==> src/sv/isoline_cell_segment_extractor_defines.svh <==
// Assertion macros shared by the isoline cell segment extractor RTL.
// Define ASSERT_OFF to compile the assertions out.
`ifndef ISOLINE_CELL_SEGMENT_EXTRACTOR_DEFINES_SVH
`define ISOLINE_CELL_SEGMENT_EXTRACTOR_DEFINES_SVH
`ifndef ASSERT_OFF
`define ASSERT_IMPL(label, clk, rst_n, ante, cons) \
    label: assert property (@(posedge clk) disable iff (!rst_n) (ante) |-> (cons)) \
        else $error("assertion failed");
`define ASSERT_NEXT(label, clk, rst_n, ante, cons) \
    label: assert property (@(posedge clk) disable iff (!rst_n) (ante) |=> (cons)) \
        else $error("assertion failed");
`else
`define ASSERT_IMPL(label, clk, rst_n, ante, cons)
`define ASSERT_NEXT(label, clk, rst_n, ante, cons)
`endif
`endif

==> src/sv/ise_pkg.sv <==
// Package for the isoline cell segment extractor: widths, corner codes, segment table.
// No dependencies.
package ise_pkg;
    localparam int VALUE_BITS_DEF      = 24;
    localparam int COORD_FRAC_BITS_DEF = 14;
    localparam int FRACTION_BITS_DEF   = 16;
    localparam int CW                  = 24;
    localparam logic [23:0] LEVEL_RESET = 24'sd101300;
    localparam logic [0:0] REG_LEVEL   = 1'b0;

    typedef enum logic [1:0] {
        CORNER_TL = 2'd0,
        CORNER_TR = 2'd1,
        CORNER_BL = 2'd2,
        CORNER_BR = 2'd3
    } corner_t;

    typedef struct packed {
        logic [1:0] n;
        corner_t    p0, q0, r0, s0, p1, q1, r1, s1;
    } seg_entry_t;

    function automatic seg_entry_t seg_lookup(input logic [3:0] code);
        seg_entry_t e;
        e = '{2'd0, CORNER_TL, CORNER_TL, CORNER_TL, CORNER_TL,
              CORNER_TL, CORNER_TL, CORNER_TL, CORNER_TL};
        unique case (code)
            4'd1, 4'd14: e = '{2'd1, CORNER_TL, CORNER_TR, CORNER_TL, CORNER_BL,
                               CORNER_TL, CORNER_TL, CORNER_TL, CORNER_TL};
            4'd2, 4'd13: e = '{2'd1, CORNER_TL, CORNER_TR, CORNER_TR, CORNER_BR,
                               CORNER_TL, CORNER_TL, CORNER_TL, CORNER_TL};
            4'd3, 4'd12: e = '{2'd1, CORNER_TL, CORNER_BL, CORNER_TR, CORNER_BR,
                               CORNER_TL, CORNER_TL, CORNER_TL, CORNER_TL};
            4'd4, 4'd11: e = '{2'd1, CORNER_TL, CORNER_BL, CORNER_BL, CORNER_BR,
                               CORNER_TL, CORNER_TL, CORNER_TL, CORNER_TL};
            4'd5, 4'd10: e = '{2'd1, CORNER_TL, CORNER_TR, CORNER_BL, CORNER_BR,
                               CORNER_TL, CORNER_TL, CORNER_TL, CORNER_TL};
            4'd6: e = '{2'd2, CORNER_TL, CORNER_TR, CORNER_TR, CORNER_BR,
                        CORNER_TL, CORNER_BL, CORNER_BL, CORNER_BR};
            4'd7, 4'd8: e = '{2'd1, CORNER_BL, CORNER_BR, CORNER_TR, CORNER_BR,
                              CORNER_TL, CORNER_TL, CORNER_TL, CORNER_TL};
            4'd9: e = '{2'd2, CORNER_TL, CORNER_TR, CORNER_TL, CORNER_BL,
                        CORNER_TR, CORNER_BR, CORNER_BL, CORNER_BR};
            default: e = '{2'd0, CORNER_TL, CORNER_TL, CORNER_TL, CORNER_TL,
                           CORNER_TL, CORNER_TL, CORNER_TL, CORNER_TL};
        endcase
        return e;
    endfunction
endpackage

==> src/sv/ise_divider.sv <==
// Pipelined restoring divider: one quotient bit per stage for the edge fraction.
// Depends on ise_pkg. Carries sideband data alongside; stalls with en.
module ise_divider
    import ise_pkg::*;
#(
    parameter int NB = 26,
    parameter int QB = 16,
    parameter int SB = 8
)
(
    input  logic          clk,
    input  logic          rst_n,
    input  logic          en,
    input  logic          in_valid,
    input  logic [NB-1:0] num,
    input  logic [NB-1:0] den,
    input  logic [SB-1:0] side_in,
    output logic          out_valid,
    output logic [QB:0]   quot,
    output logic [SB-1:0] side_out
);
    logic [QB:0]    v_reg;
    logic [NB:0]    rem_reg  [QB+1];
    logic [NB-1:0]  den_reg  [QB+1];
    logic [QB:0]    q_reg    [QB+1];
    logic [SB-1:0]  sd_reg   [QB+1];

    always_ff @(posedge clk or negedge rst_n)
    begin
        if (!rst_n)
            v_reg <= '0;
        else if (en)
            v_reg <= {v_reg[QB-1:0], in_valid};
    end

    // first stage takes the integer bit: num <= den, so it is set only when num == den
    always_ff @(posedge clk)
    begin
        if (en)
        begin
            rem_reg[0] <= (num >= den) ? {1'b0, num - den} : {1'b0, num};
            den_reg[0] <= den;
            q_reg[0]   <= {{QB{1'b0}}, num >= den};
            sd_reg[0]  <= side_in;
            for (int k = 1; k <= QB; k++)
            begin
                logic [NB+1:0] t;
                t = {rem_reg[k-1], 1'b0} - {2'b0, den_reg[k-1]};
                if (!t[NB+1])
                begin
                    rem_reg[k] <= t[NB:0];
                    q_reg[k]   <= {q_reg[k-1][QB-1:0], 1'b1};
                end
                else
                begin
                    rem_reg[k] <= {rem_reg[k-1][NB-1:0], 1'b0};
                    q_reg[k]   <= {q_reg[k-1][QB-1:0], 1'b0};
                end
                den_reg[k] <= den_reg[k-1];
                sd_reg[k]  <= sd_reg[k-1];
            end
        end
    end

    assign out_valid = v_reg[QB];
    assign quot      = q_reg[QB];
    assign side_out  = sd_reg[QB];
endmodule

==> config.mk <==
export PLATFORM = sky130hd
export DESIGN_NAME = ise_divider
export DESIGN_NICKNAME = d
export VERILOG_FILES = /design/src/sv/isoline_cell_segment_extractor_defines.svh /design/src/sv/ise_pkg.sv /design/src/sv/ise_divider.sv
export SDC_FILE = /design/constraint.sdc
export NUM_CORES = 2
export LEC_CHECK = 0
export BUFFER_PORTS_ARGS = -buffer_cell sky130_fd_sc_hd__buf_2
export CAP_MARGIN = 15
export CELL_PAD_IN_SITES_DETAIL_PLACEMENT = 1
export CELL_PAD_IN_SITES_GLOBAL_PLACEMENT = 2
export CORE_MARGIN = 4
export CORE_UTILIZATION = 25
export CTS_CLUSTER_SIZE = 40
export DETAILED_ROUTE_END_ITERATION = 8
export PLACE_DENSITY = 0.55
export SLEW_MARGIN = 5
export SYNTH_ARGS = -nofsm -noshare
export SYNTH_HDL_FRONTEND = slang
export SYNTH_SLANG_ARGS = --single-unit
==> constraint.sdc <==
create_clock -name clk -period 5 [get_ports clk]
set_clock_uncertainty 0.2 [all_clocks]
set_input_delay 1 -clock clk [delete_from_list [all_inputs] [get_ports clk]]
set_output_delay 1 -clock clk [all_outputs]
set_load 0.05 [all_outputs]
==> out/qor.txt <==
outcome: finished clean
drc violations: 0
clk sink count: 1,153
syn nets: 5,778
Vias/cell: 4.450
GRT Overall Usage: 0.1146
critical path data required time: 5.33 ns
layout cells sized above 1: 0.1039
final hold vios: 0
# IOs: 90
Root Buffer: clkbuf_16
Die H: 505.9 µm
Hold Path End: sd_reg[0][4]
Hold Path Stages: 1
Chip Width: 505.9 µm
area delta synth->final: 15.05%
Final Wtd Congestion: 0.7970
CP max FO: 51
row cnt: 182
CTS tree: done
PwrDens: 616.1 nW/µm²
cell area after synthesis: 61,990 µm²
Final Critical Period: 4.390 ns
r2r worst-path depth: 10
final-report max-slew violation count: 0
vias in the first global route: 43,030
FF+latch count, synth: 1,153
slowest CP cell: mux2_2
Starting Density: 0.2516
Worst-Margin Slew: 0.9480 ns
Avg Cell Area, Syn: 11.76 µm²
RSZ-0062 raised after global routing: false
Distinct cells, synth: 96
Pleak: 0.02789 µW
Post-synth EDFFs: 1,135
die area: 256,000 µm²
Overall Power: 43,940 µW
CORE AREA: 246,400 µm²
Post-CTS Setup Inserts: 0
Synth async-reset ratio: 0.01474
max-capacitance violation count: 0
drt total wl: 147.4 mm
TritonCTS buffer count: 144
htree depth: 4
commonest non-fill, non-tap cells in the layout: 1,135 x edfxtp_1, 530 x inv_1, 426 x ha_1
setup_tns: 0 ns
crit end category: flop
final worst-path cycle share: 0.8780
Antenna Nets Post-Route: 0
min-delay src: side_in[4]
Max Buffers Root-to-Sink: 3
Synth Instances: 5,272
Net count, final: 5,933
DR iter-0 viols: 1,788
antenna violations before repair: 2
Place WS: 0.4874 ns
post-route worst setup slack: 0.6099 ns
worst r2r src: rem_reg[12][0]
R2R Setup Slk: 0.61 ns
slowest stage delay, CP: 0.76 ns
critical path, cell by cell: ha_1 > nor2b_1 > o31a_1 > o211ai_1 > a21oi_1 > o221a_2 > a221oi_2 > o2111a_1 > mux2_2 > mux2_2
total grt overflow: 0
DP HPWL: 112.1 mm
PortBufs: 89
Max transition margin: 0.3680
pin count of the biggest net entering global routing: 160
Fillers: 27,170
first-pass GRT wire length: 238.1 mm
Pre-antenna DRT Iters: 4
Peak VDD IR: 0.2686 mV
Clock Latency Late Sink: 0.79 ns
Ys Warns: 0
CP bufs+invs: 0
arrival time of the worst setup path: 4.72 ns
max reg flops: 431
CP dominant cell by count: mux2_2
top_reg_cell synth: edfxtp_1
sequential area share after synthesis: 0.5570
maximum achievable frequency: 227.8 MHz
WS Path Type: reg2reg
Crit path max-delay family: compound AO/OA/AOI/OAI gates
CTS clock-pin slew for the worst setup and hold paths: 0.06 ns
drt wl/cell: 16.65 µm
Setup Viol. Count Final: 0
crit start category: flop
FF-to-FF End: rem_reg[13][1]
most common cell after layout, fill and taps aside: edfxtp_1
HP Class: in2reg
via count: 39,370
==> area by class of cell <==
| type | count | area (µm²) | share of cell area |
|---|---|---|---|
| flip-flops and latches | 1153 | 34530 | 0.4841 |
| multi-input cells | 3454 | 24920 | 0.3495 |
| well taps | 3312 | 4144 | 0.05811 |
| clock buffers | 176 | 3785 | 0.05307 |
| inverters | 532 | 1997 | 0.02800 |
| repair buffers | 142 | 1061 | 0.01488 |
| clock inverters | 78 | 877.1 | 0.01230 |
| diodes | 1 | 2.502 | 0.00003509 |
==> synth_stat cells (all sizes together) (60+ instances only) <==
| cell | instances | area (µm²) |
|---|---|---|
| a21o | 182 | 1366 |
| a21oi | 388 | 1953 |
| clkbuf | 87 | 326.6 |
| edfxtp | 1135 | 34080 |
| ha | 426 | 5330 |
| inv | 532 | 1997 |
| mux2 | 173 | 1959 |
| nand2 | 379 | 1423 |
| nand2b | 72 | 450.4 |
| nand3 | 63 | 315.3 |
| nor2 | 268 | 1018 |
| nor3 | 65 | 330.3 |
| o21a | 60 | 450.4 |
| o21ai | 393 | 2042 |
| xnor2 | 208 | 1822 |
| xor2 | 147 | 1287 |
==> worst register-to-register path, cell delays in order, from the launching register on <==
cell,delay [ns]
edfxtp_1,0.44
ha_1,0.31
nor2b_1,0.14
o31a_1,0.30
o211ai_1,0.36
a21oi_1,0.22
o221a_2,0.34
a221oi_2,0.35
o2111a_1,0.25
mux2_2,0.76
mux2_2,0.47
==> worst max-delay path by stage <==
| stage | end | from | cells after the start |
|---|---|---|---|
| 6_report | rem_reg[13][1] | rem_reg[12][0] | 10 |
| 5_1_grt | rem_reg[13][1] | den_reg[0][313] | 11 |
| 4_1_cts | rem_reg[13][1] | rem_reg[12][0] | 10 |
| 3_5_place_dp | rem_reg[0][5] | num[0] | 15 |
| 3_3_place_gp | rem_reg[0][24] | num[0] | 15 |
| 2_1_floorplan | rem_reg[0][10] | num[0] | 14 |
==> report_power, final <==
part | switching [µW] | total (µW) | internal (µW)
sequential | 1390 | 15400 | 14100
combinational | 10300 | 18300 | 7980
clock | 4280 | 10200 | 5920
total | 16000 | 43900 | 28000
==> routing by layer <==
| metal | track usage | wire (µm) |
|---|---|---|
| met1 | 0.1372 | 64160 |
| met4 | 0.03442 | 4128 |
| met2 | 0.2094 | 75440 |
| met3 | 0.01871 | 3619 |
| met5 | 0 | 13 |
==> through the flow <==
step / instance area (µm²) / hold slack [ns] / utilization / instances
after floorplan: 61990 / 0.2003 / - / 5272
after global placement: 66640 / 0.2001 / 0.2705 / 8592
after detailed placement: 66640 / 0.2052 / 0.2705 / 8592
after CTS: 71320 / 0.1117 / 0.2894 / 8847
after global routing: 71320 / 0.1225 / 0.2895 / 8848
final: 71320 / 0.2012 / 0.2895 / 8848
==> cells by family after synthesis <==
| logic type | count (synthesis) | synth area share |
|---|---|---|
| adder cells (fa/ha/maj) | 442 | 0.09115 |
| AO/OA/AOI/OAI | 1387 | 0.1445 |
| XOR/XNOR | 355 | 0.05016 |
| AND/OR/NAND/NOR | 1095 | 0.08318 |
| multiplexers | 175 | 0.03213 |
| flip-flops | 1153 | 0.5570 |
| buffers and inverters | 665 | 0.04180 |
==> what timing repair did <==
action | in CTS | in global routing
endpoints found under the hold margin | 17 | 0
hold buffers | 1 | 0
gates resized for setup | 0 | 0
(Power assumes the default switching activity.)
